==> config.mk <==
export PLATFORM = sky130hd
export DESIGN_NAME = block_buffer_cache_tags
export DESIGN_NICKNAME = d
export VERILOG_FILES = /design/src/rtl/core/bbct_pkg.sv /design/src/rtl/core/bbct_ram.sv /design/src/rtl/core/bbct_datapath.sv /design/src/rtl/core/block_buffer_cache_tags.sv
export SDC_FILE = /design/constraint.sdc
export NUM_CORES = 2
export LEC_CHECK = 0
export ABC_AREA = 1
export BUFFER_PORTS_ARGS = -buffer_cell sky130_fd_sc_hd__buf_2
export CAP_MARGIN = 20
export CORE_MARGIN = 5
export CORE_UTILIZATION = 35
export CTS_CLUSTER_DIAMETER = 80
export DETAILED_ROUTE_END_ITERATION = 8
export SLEW_MARGIN = 40
export SYNTH_ARGS = -nofsm -noshare
export SYNTH_HDL_FRONTEND = slang
export SYNTH_HIERARCHICAL = 1
export SYNTH_SLANG_ARGS = --single-unit
==> constraint.sdc <==
create_clock -name clk -period 11.55 [get_ports clk]
set_input_delay 0 -clock clk [delete_from_list [all_inputs] [get_ports clk]]
set_output_delay 0 -clock clk [all_outputs]
set_load 0.01 [all_outputs]
==> src/rtl/core/bbct_pkg.sv <==
`timescale 1ns / 1ps
package bbct_pkg;
  localparam int SLOTS_DEF = 64;
  localparam int COUNT_BITS_DEF = 16;
  localparam logic [31:0] UNUSED_TAG = 32'hFFFF_FFFF;

  localparam logic [2:0] F_ACQUIRE = 3'd0;
  localparam logic [2:0] F_RELEASE = 3'd1;
  localparam logic [2:0] F_MARK    = 3'd2;
  localparam logic [2:0] F_FLUSH1  = 3'd3;
  localparam logic [2:0] F_FLUSHA  = 3'd4;
  localparam logic [2:0] F_CLEANUP = 3'd5;
  localparam logic [2:0] F_QUERY   = 3'd6;
  localparam logic [2:0] F_RSVD    = 3'd7;

  localparam logic [1:0] ST_OK     = 2'd0;
  localparam logic [1:0] ST_FULL   = 2'd1;
  localparam logic [1:0] ST_UNHELD = 2'd2;

  // byte address of the write_back_mode register
  localparam logic [1:0] CFG_WB_MODE_ADDR = 2'd0;

  typedef struct packed {
    logic [2:0]  func;
    logic [31:0] unit_id;
    logic [5:0]  slot;
  } in_beat_t;

  typedef struct packed {
    logic [5:0]  slot_out;
    logic [1:0]  status;
    logic        hit;
    logic        fetch;
    logic        wb_req;
    logic [31:0] unit_out;
    logic        last;
  } out_beat_t;

  typedef enum logic [2:0] {
    S_IDLE, S_READ, S_EVAL, S_EMIT
  } state_t;

  // controller -> datapath
  typedef struct packed {
    logic load;     // capture input beat, reset scan index
    logic eval;     // evaluate read data
    logic advance;  // step scan index
    logic finish;   // build final result
  } cmd_t;

  // datapath -> controller
  typedef struct packed {
    logic scan;     // op walks slots
    logic done;     // scan complete (stop or end)
    logic emit;     // a result is ready in the datapath
  } sts_t;
endpackage

==> src/rtl/core/bbct_ram.sv <==
`timescale 1ns / 1ps
module bbct_ram #(
  parameter int WIDTH = 8,
  parameter int DEPTH = 64
) (
  input  logic                     clk,
  input  logic                     we,
  input  logic [$clog2(DEPTH)-1:0] waddr,
  input  logic [WIDTH-1:0]         wdata,
  input  logic [$clog2(DEPTH)-1:0] raddr,
  output logic [WIDTH-1:0]         rdata
);
  logic [WIDTH-1:0] mem [DEPTH];
  always_ff @(posedge clk) begin
    if (we) mem[waddr] <= wdata;
    rdata <= mem[raddr];
  end
endmodule

==> src/rtl/core/bbct_datapath.sv <==
`timescale 1ns / 1ps
module bbct_datapath #(
  parameter int SLOTS = bbct_pkg::SLOTS_DEF,
  parameter int COUNT_BITS = bbct_pkg::COUNT_BITS_DEF
) (
  input  logic                clk,
  input  logic                rst_n,
  input  bbct_pkg::cmd_t      cmd,
  output bbct_pkg::sts_t      sts,
  input  bbct_pkg::in_beat_t  in_beat,
  input  logic                wb_mode,
  output bbct_pkg::out_beat_t res
);
  localparam int IW = $clog2(SLOTS);
  localparam int EW = 32 + COUNT_BITS + 1;
  localparam logic [COUNT_BITS-1:0] CMAX = {COUNT_BITS{1'b1}};
  localparam logic [COUNT_BITS-1:0] CNT_ONE = COUNT_BITS'(1);

  bbct_pkg::in_beat_t op_r;
  logic [IW:0] idx_r;
  logic [SLOTS-1:0] valid_r;
  logic [EW-1:0] rdata, wdata;
  logic we;
  logic [IW-1:0] waddr, raddr;
  logic [31:0] tag;
  logic [COUNT_BITS-1:0] cnt;
  logic dty;
  logic vld;
  logic in_range;
  logic scan_op;
  logic clr_op;
  logic acq_void;
  logic tag_hit;
  logic slot_free;
  logic found_r, free_r, stop_r;
  logic [IW-1:0] pick_r;      // hit slot or first free slot
  logic hold_v_r;             // write-back held until the next one shows it is not last
  bbct_pkg::out_beat_t hold_r, hold_nxt;
  logic hold_ld;
  logic emit_r, emit_nxt;
  bbct_pkg::out_beat_t res_r, res_nxt;

  assign in_range = {2'b00, op_r.slot} < 8'(SLOTS);
  assign scan_op = op_r.func == bbct_pkg::F_ACQUIRE || op_r.func == bbct_pkg::F_FLUSHA ||
                   op_r.func == bbct_pkg::F_CLEANUP;
  assign clr_op = op_r.func == bbct_pkg::F_CLEANUP;
  assign acq_void = op_r.func == bbct_pkg::F_ACQUIRE && op_r.unit_id == bbct_pkg::UNUSED_TAG;
  assign raddr = scan_op ? idx_r[IW-1:0] : op_r.slot[IW-1:0];
  assign vld = valid_r[raddr];
  assign tag = vld ? rdata[EW-1 -: 32] : bbct_pkg::UNUSED_TAG;
  assign cnt = vld ? rdata[COUNT_BITS:1] : '0;
  assign dty = vld & rdata[0];
  assign tag_hit = tag == op_r.unit_id;
  assign slot_free = cnt == '0 && !dty;

  bbct_ram #(.WIDTH(EW), .DEPTH(SLOTS)) u_ram (
    .clk(clk), .we(we), .waddr(waddr), .wdata(wdata), .raddr(raddr), .rdata(rdata)
  );

  // evaluation of one read slot, and the closing result of a scan
  always_comb begin
    res_nxt = '0;
    emit_nxt = 1'b0;
    hold_nxt = hold_r;
    hold_ld = 1'b0;
    we = 1'b0;
    waddr = raddr;
    wdata = {tag, cnt, dty};
    if (cmd.eval) begin
      case (op_r.func)
        bbct_pkg::F_ACQUIRE: begin
          if (!acq_void && tag_hit) begin
            we = 1'b1;
            wdata = {tag, (cnt < CMAX) ? cnt + 1'b1 : cnt, dty};
          end
        end
        bbct_pkg::F_RELEASE: begin
          if (!in_range || cnt == '0) res_nxt.status = bbct_pkg::ST_UNHELD;
          else begin
            we = 1'b1;
            wdata = {tag, cnt - 1'b1, dty & wb_mode};
            if (!wb_mode && dty) begin
              res_nxt.slot_out = op_r.slot; res_nxt.wb_req = 1'b1; res_nxt.unit_out = tag;
            end
          end
        end
        bbct_pkg::F_MARK: begin
          if (in_range && tag != bbct_pkg::UNUSED_TAG) begin
            we = 1'b1;
            wdata = {tag, cnt, wb_mode};
            if (!wb_mode) begin
              res_nxt.slot_out = op_r.slot; res_nxt.wb_req = 1'b1; res_nxt.unit_out = tag;
            end
          end
        end
        bbct_pkg::F_FLUSH1: begin
          if (in_range && dty) begin
            we = 1'b1; wdata = {tag, cnt, 1'b0};
            res_nxt.slot_out = op_r.slot; res_nxt.wb_req = 1'b1; res_nxt.unit_out = tag;
          end
        end
        bbct_pkg::F_FLUSHA, bbct_pkg::F_CLEANUP: begin
          if (dty) begin
            hold_ld = 1'b1;
            hold_nxt = '0;
            hold_nxt.slot_out = 6'(raddr);
            hold_nxt.wb_req = 1'b1;
            hold_nxt.unit_out = tag;
            if (hold_v_r) begin
              emit_nxt = 1'b1; res_nxt = hold_r;
            end
          end
          we = dty || clr_op;
          wdata = clr_op ? {bbct_pkg::UNUSED_TAG, {COUNT_BITS{1'b0}}, 1'b0} : {tag, cnt, 1'b0};
        end
        bbct_pkg::F_QUERY: res_nxt.unit_out = in_range ? tag : bbct_pkg::UNUSED_TAG;
        default: res_nxt = '0;
      endcase
      if (!scan_op) begin
        emit_nxt = 1'b1;
        res_nxt.last = 1'b1;
        if (!in_range) we = 1'b0;
      end
    end
    if (cmd.finish) begin
      emit_nxt = 1'b1;
      res_nxt = '0;
      if (op_r.func == bbct_pkg::F_ACQUIRE) begin
        if (found_r) begin
          res_nxt.slot_out = 6'(pick_r); res_nxt.hit = 1'b1; res_nxt.unit_out = op_r.unit_id;
        end else if (free_r) begin
          res_nxt.slot_out = 6'(pick_r); res_nxt.fetch = 1'b1; res_nxt.unit_out = op_r.unit_id;
          we = 1'b1;
          waddr = pick_r;
          wdata = {op_r.unit_id, CNT_ONE, 1'b0};
        end else res_nxt.status = bbct_pkg::ST_FULL;
      end else if (hold_v_r) res_nxt = hold_r;
      res_nxt.last = 1'b1;
    end
  end

  always_ff @(posedge clk) begin
    if (!rst_n) begin
      valid_r <= '0;
      emit_r <= 1'b0;
      idx_r <= '0;
      hold_v_r <= 1'b0;
      found_r <= 1'b0;
      free_r <= 1'b0;
      stop_r <= 1'b0;
    end else begin
      emit_r <= emit_nxt;
      if (we) valid_r[waddr] <= 1'b1;
      if (cmd.load) idx_r <= '0;
      else if (cmd.advance) idx_r <= idx_r + 1'b1;
      if (cmd.load) hold_v_r <= 1'b0;
      else if (hold_ld) hold_v_r <= 1'b1;
      if (cmd.load) begin
        found_r <= 1'b0; free_r <= 1'b0; stop_r <= 1'b0;
      end else if (cmd.eval && op_r.func == bbct_pkg::F_ACQUIRE) begin
        if (tag_hit) begin
          found_r <= 1'b1; stop_r <= 1'b1;
        end else begin
          if (!free_r && slot_free) free_r <= 1'b1;
          if (tag == bbct_pkg::UNUSED_TAG) stop_r <= 1'b1;
        end
      end
    end
  end

  always_ff @(posedge clk) begin
    if (cmd.load) op_r <= in_beat;
    if (hold_ld) hold_r <= hold_nxt;
    res_r <= res_nxt;
    if (cmd.eval && op_r.func == bbct_pkg::F_ACQUIRE) begin
      if (tag_hit || (!free_r && slot_free)) pick_r <= raddr;
    end
  end

  assign sts.scan = scan_op;
  assign sts.done = stop_r || acq_void || idx_r == (IW+1)'(SLOTS);
  assign sts.emit = emit_r;
  assign res = res_r;
endmodule

==> src/rtl/core/block_buffer_cache_tags.sv <==
`timescale 1ns / 1ps
// Sequence: a beat is taken in S_IDLE; a single-slot op reads the RAM in S_READ,
//   evaluates in S_EVAL, and its registered result moves to the output register;
//   acquire/flush-all/cleanup walk slots, a RAM read and an evaluate per slot,
//   then finish in S_EMIT; evaluate and finish wait while output is stalled.
// Flow: one op at a time; in_stall is high until the controller is back in S_IDLE.
// Reset: synchronous active-low; per-slot valid bits make every slot read
//   as unused/clean at once, no clearing pass.
module block_buffer_cache_tags #(
  parameter int SLOTS = bbct_pkg::SLOTS_DEF,
  parameter int COUNT_BITS = bbct_pkg::COUNT_BITS_DEF
) (
  input  logic                clk,
  input  logic                rst_n,
  input  logic                in_valid,
  output logic                in_stall,
  input  bbct_pkg::in_beat_t  in_data,
  output logic                out_valid,
  input  logic                out_stall,
  output bbct_pkg::out_beat_t out_data,
  input  logic                psel,
  input  logic                penable,
  input  logic                pwrite,
  input  logic [1:0]          paddr,
  input  logic [31:0]         pwdata,
  output logic [31:0]         prdata,
  output logic                pready
);
  logic wb_mode_r;
  assign pready = 1'b1;
  assign prdata = (paddr == bbct_pkg::CFG_WB_MODE_ADDR) ? {31'd0, wb_mode_r} : 32'd0;
  always_ff @(posedge clk) begin
    if (!rst_n) wb_mode_r <= 1'b0;
    else if (psel && penable && pwrite && paddr == bbct_pkg::CFG_WB_MODE_ADDR)
      wb_mode_r <= pwdata[0];
  end

  bbct_pkg::cmd_t cmd;
  bbct_pkg::sts_t sts;
  bbct_pkg::out_beat_t res;
  bbct_pkg::state_t state_r, state_nxt;
  logic obuf_v_r;
  bbct_pkg::out_beat_t obuf_r;

  // output register; holds while stalled
  assign out_valid = obuf_v_r;
  assign out_data = obuf_r;
  always_ff @(posedge clk) begin
    if (!rst_n) obuf_v_r <= 1'b0;
    else if (sts.emit) obuf_v_r <= 1'b1;
    else if (!out_stall) obuf_v_r <= 1'b0;
    if (sts.emit) obuf_r <= res;
  end

  // controller: only evaluate or finish when the output register can take a beat
  logic room;
  assign room = !obuf_v_r || !out_stall;
  assign in_stall = state_r != bbct_pkg::S_IDLE;

  always_ff @(posedge clk) begin
    if (!rst_n) state_r <= bbct_pkg::S_IDLE;
    else state_r <= state_nxt;
  end

  always_comb begin
    state_nxt = state_r;
    case (state_r)
      bbct_pkg::S_IDLE: if (in_valid) state_nxt = bbct_pkg::S_READ;
      bbct_pkg::S_READ: begin
        if (sts.scan && sts.done) state_nxt = bbct_pkg::S_EMIT;
        else state_nxt = bbct_pkg::S_EVAL;
      end
      bbct_pkg::S_EVAL: if (room && !sts.emit) state_nxt =
          sts.scan ? bbct_pkg::S_READ : bbct_pkg::S_IDLE;
      bbct_pkg::S_EMIT: if (room && !sts.emit) state_nxt = bbct_pkg::S_IDLE;
      default: state_nxt = bbct_pkg::S_IDLE;
    endcase
  end

  always_comb begin
    cmd = '0;
    case (state_r)
      bbct_pkg::S_IDLE: cmd.load = in_valid;
      bbct_pkg::S_EVAL: if (room && !sts.emit) begin
        cmd.eval = 1'b1; cmd.advance = 1'b1;
      end
      bbct_pkg::S_EMIT: cmd.finish = room && !sts.emit;
      default: cmd = '0;
    endcase
  end

  bbct_datapath #(.SLOTS(SLOTS), .COUNT_BITS(COUNT_BITS)) u_dp (
    .clk(clk), .rst_n(rst_n), .cmd(cmd), .sts(sts), .in_beat(in_data),
    .wb_mode(wb_mode_r), .res(res)
  );

  a_load_idle: assert property (@(posedge clk) disable iff (!rst_n)
    cmd.load |-> state_r == bbct_pkg::S_IDLE) else $error("load outside idle");
  a_emit_room: assert property (@(posedge clk) disable iff (!rst_n)
    (cmd.eval || cmd.finish) |-> room) else $error("eval without room");
  a_one_cmd: assert property (@(posedge clk) disable iff (!rst_n)
    $onehot0({cmd.load, cmd.eval, cmd.finish})) else $error("cmd clash");
  a_out_hold: assert property (@(posedge clk) disable iff (!rst_n)
    out_valid && out_stall |=> out_valid && $stable(out_data)) else $error("beat dropped");
endmodule
==> flow_metrics.py <==
metrics = {
    "clock_tree": {
        "clk_pin_slew_ns": 0.06,
        "cts.sinks": 3438,
        "cts_root_buffer": "clkbuf_16",
        "ctsResizeCount": 0,
        "cts_made_buffers": 347,
        "cts_tree": "built",
        "insertion_delay_ns": 0.89,
        "clk_path_buf_depth": 4,
        "cts.htree.levels": 5,
    },
    "global_route": {
        "grt_pass1_wl_um": 596000,
        "antenna_found_initial": 19,
        "grt-ovfl-total": 0,
        "first_global_vias": 88490,
        "grtUsageTotal": 0.1875,
        "grt_max_degree": 183,
    },
    "critical_path": {
        "ff2ff_path_depth": 25,
        "cp-end-kind": "flop",
        "crit_path_max_incr_delay_ns": 0.70,
        "crit_required_ns": 12.03,
        "cpLargestDelayFamily": "simple AND/OR/NAND/NOR gates",
        "worstPathMaxFanout": 37,
        "cp_num_buf_inv": 3,
        "path_class": "reg2reg",
        "arrival_ns": 8.40,
        "startpoint_type": "flop",
        "crit_slowest_cell": "nand3_1",
        "crit_top_cell": "nand2_1",
        "crit_cells": 25,
    },
    "timing": {
        "slew_headroom": 0.3404,
        "drv_slew": 0,
        "finClkSkew_ns": 0.04412,
        "grt_setup_unrepaired": "false",
        "tightest_slew_ns": 0.9894,
        "setup_viol": 0,
        "fmax_mhz": 126.4,
        "min_period_over_period": 0.6850,
        "fin_setup_tns_ns": 0,
        "min_period_ns": 7.912,
        "finalHoldViolCount": 0,
        "worst_slack_ns": 3.638,
    },
    "floorplanning": {
        "initial_utilization": 0.3518,
        "io_pins": 161,
        "row_count": 232,
        "die_h_um": 644.1,
        "core_sq_um": 400000,
        "die_x_um": 644.1,
        "die_area_sq_um": 414900,
    },
    "power": {
        "fin_total_pwr_mw": 36.10,
        "power.density_nw_per_um2": 226.2,
        "ir_worst_vdd_mv": 0.1764,
        "p_leak_nw": 55.62,
    },
    "cells_and_area": {
        "num-nets-final": 12465,
        "drive_gt1_frac": 0.08124,
        "area_growth_pct": 13.38,
    },
    "detailed_routing": {
        "wl_um": 404600,
        "first_iter_violations": 12255,
        "drtPass1Iterations": 8,
        "avgViaCountPerCell": 5.328,
        "drc_errors": 0,
        "vias": 95430,
        "wl_per_cell_um": 22.59,
        "postRouteAntennaNets": 0,
    },
    "synth": {
        "synth_seq_cells": 3438,
        "synthArstFlopShare": 0,
        "yosys.area.top_type_share": 0.6967,
        "synth_flop_cell": "edfxtp_1",
        "ys_top_cells_by_area": "edfxtp_1 (70%), nand3_1 (11%), nand2_1 (10%)",
        "yosysWarnings": 6,
        "yosys.area.top_type": "edfxtp_1",
        "avgSynthCellArea_sq_um": 11.42,
        "synth_edf_count": 3265,
        "synth_cells": 12327,
        "synth_seq_area_share": 0.7213,
        "synth.distinct_cells": 48,
        "syn_area_sq_um": 140700,
    },
    "flow_run": {
        "cap_violations": 0,
    },
    "run_status": {
        "outcome": "completed",
    },
    "placed_design": {
        "gp_congestion": 0.8917,
        "hpwlAfterDp_um": 220000,
        "numPortBuffers": 97,
        "post-place-ws_ns": 3.708,
    },
    "hold_path": {
        "min_path_type": "in2reg",
        "holdPathStages": 6,
    },
}
[repair_timing]
action                                  in CTS  in global routing
endpoints found under the setup margin       0                  0
hold buffers                                91                  0
hold endpoints to repair                   159                  0
setup buffers                                0                  0
[metrics by stage]
step	instance area (sq um)	std cells	util	hold slack, ns
2_1_floorplan	140800	12357	-	0.09887
3_3_place_gp	147300	17176	0.3682	0.1779
3_5_place_dp	147700	17194	0.3693	0.1781
4_1_cts	159200	17896	0.3981	0.001915
5_1_grt	159500	17907	0.3989	0.05821
6_report	159600	17911	0.3989	0.08433
[synth_stat cells, types with 2 or more instances]
cell type and count:
dfxtp_1 173, inv_2 21, xor2_1 9, a31oi_1 39, o211ai_1 2, o21ai_4 2, nor2_2 8, clkinv_1 2
nand4_1 70, o22ai_1 35, nand2_2 3, conb_1 2, buf_1 87, edfxtp_1 3265, a21oi_1 133, a211oi_1 2
o21a_1 2, nand3_4 2, nand3_2 9, nand3b_1 4, buf_2 477, inv_1 264, buf_4 44, nand2_1 3933
o41ai_1 4, clkbuf_1 185, nor2_1 327, o21ai_0 41, nand2_4 2, o21ai_1 5, a22oi_1 17, buf_6 15
nand3_1 3078, nor2_4 4, nor3_1 23, a32oi_1 15, nor4_1 9, ha_1 4
[area by class of cell]
type | instances | area [sq um]
fill | 37536 | 240400
multi-input combinational | 7824 | 35400
inverter | 287 | 1121
timing repair buffer | 481 | 4305
antenna | 5 | 12.51
clock inverter | 165 | 1285
clock buffer | 446 | 9336
tap | 5265 | 6588
sequential | 3438 | 101500
[cell families after synthesis]
group	after synthesis	synth area share
flip-flops	3438	0.7213
AND/OR/NAND/NOR	7477	0.2297
adder cells (fa/ha/maj)	4	0.0003556
XOR/XNOR	10	0.0006224
AO/OA/AOI/OAI	301	0.01254
buffers and inverters	1095	0.03542
other	2	0.00005336
[state kept, by name, summed over array words and instances, names as in the netlist]
signal	count
u_dp/u_ram/mem	3136
u_dp/free_r	1
u_dp/emit_r	1
u_dp/valid_r	64
u_dp/u_ram/rdata	49
u_dp/res	44
out_valid	1
u_dp/found_r	1
wb_mode_r	1
u_dp/hold_v_r	1
u_dp/hold_r	38
u_dp/op_r	41
u_dp/idx_r	7
out_data	44
u_dp/stop_r	1
u_dp/pick_r	6
state_r	2
[final timing paths]
kind	start	to	slack [ns]
max	u_dp/op_r[38]	u_dp/u_ram/mem[47][32]	3.64
min	paddr[0]	wb_mode_r	0.08
max reg2reg	u_dp/op_r[38]	u_dp/u_ram/mem[47][32]	3.64
min reg2reg	u_dp/res[13]	out_data[13]	0.40
[report_power, final]
part           internal (mW)  switching (mW)  leakage (nW)
Sequential              15.8           0.129          30.7
Combinational           1.99            7.47          19.7
Clock                   6.09            4.65          5.21
Total                   23.8            12.3          55.6
[layout by cell type (no fill, tap or decap), types with 77 or more instances in the layout]
cell type	count
a21oi_1	122
buf_2	97
buf_4	219
clkbuf_1	81
clkbuf_16	356
clkinv_1	77
dfxtp_1	172
dlygate4sd3_1	91
edfxtp_1	3265
inv_1	256
nand2_1	3929
nand3_1	3076
nor2_1	263
[metal layers]
metal | vias up | global-route usage | share of wire
met5 | - | 0 | 0.000032
met1 | 46719 | 0.2786 | 0.43
li1 | 43499 | - | -
met3 | 677 | 0.03499 | 0.10
met2 | 4533 | 0.2822 | 0.44
met4 | 2 | 0.04806 | 0.025
[tightest hold or removal path, cell delays in order]
cell and delay [ns]:
buf_2 0.08, or2_4 0.12, nor2_4 0.03, nor2_1 0.08, nor2_1 0.05, dlygate4sd3_1 0.54
No activity file was read; power rests on OpenSTA's default activity.
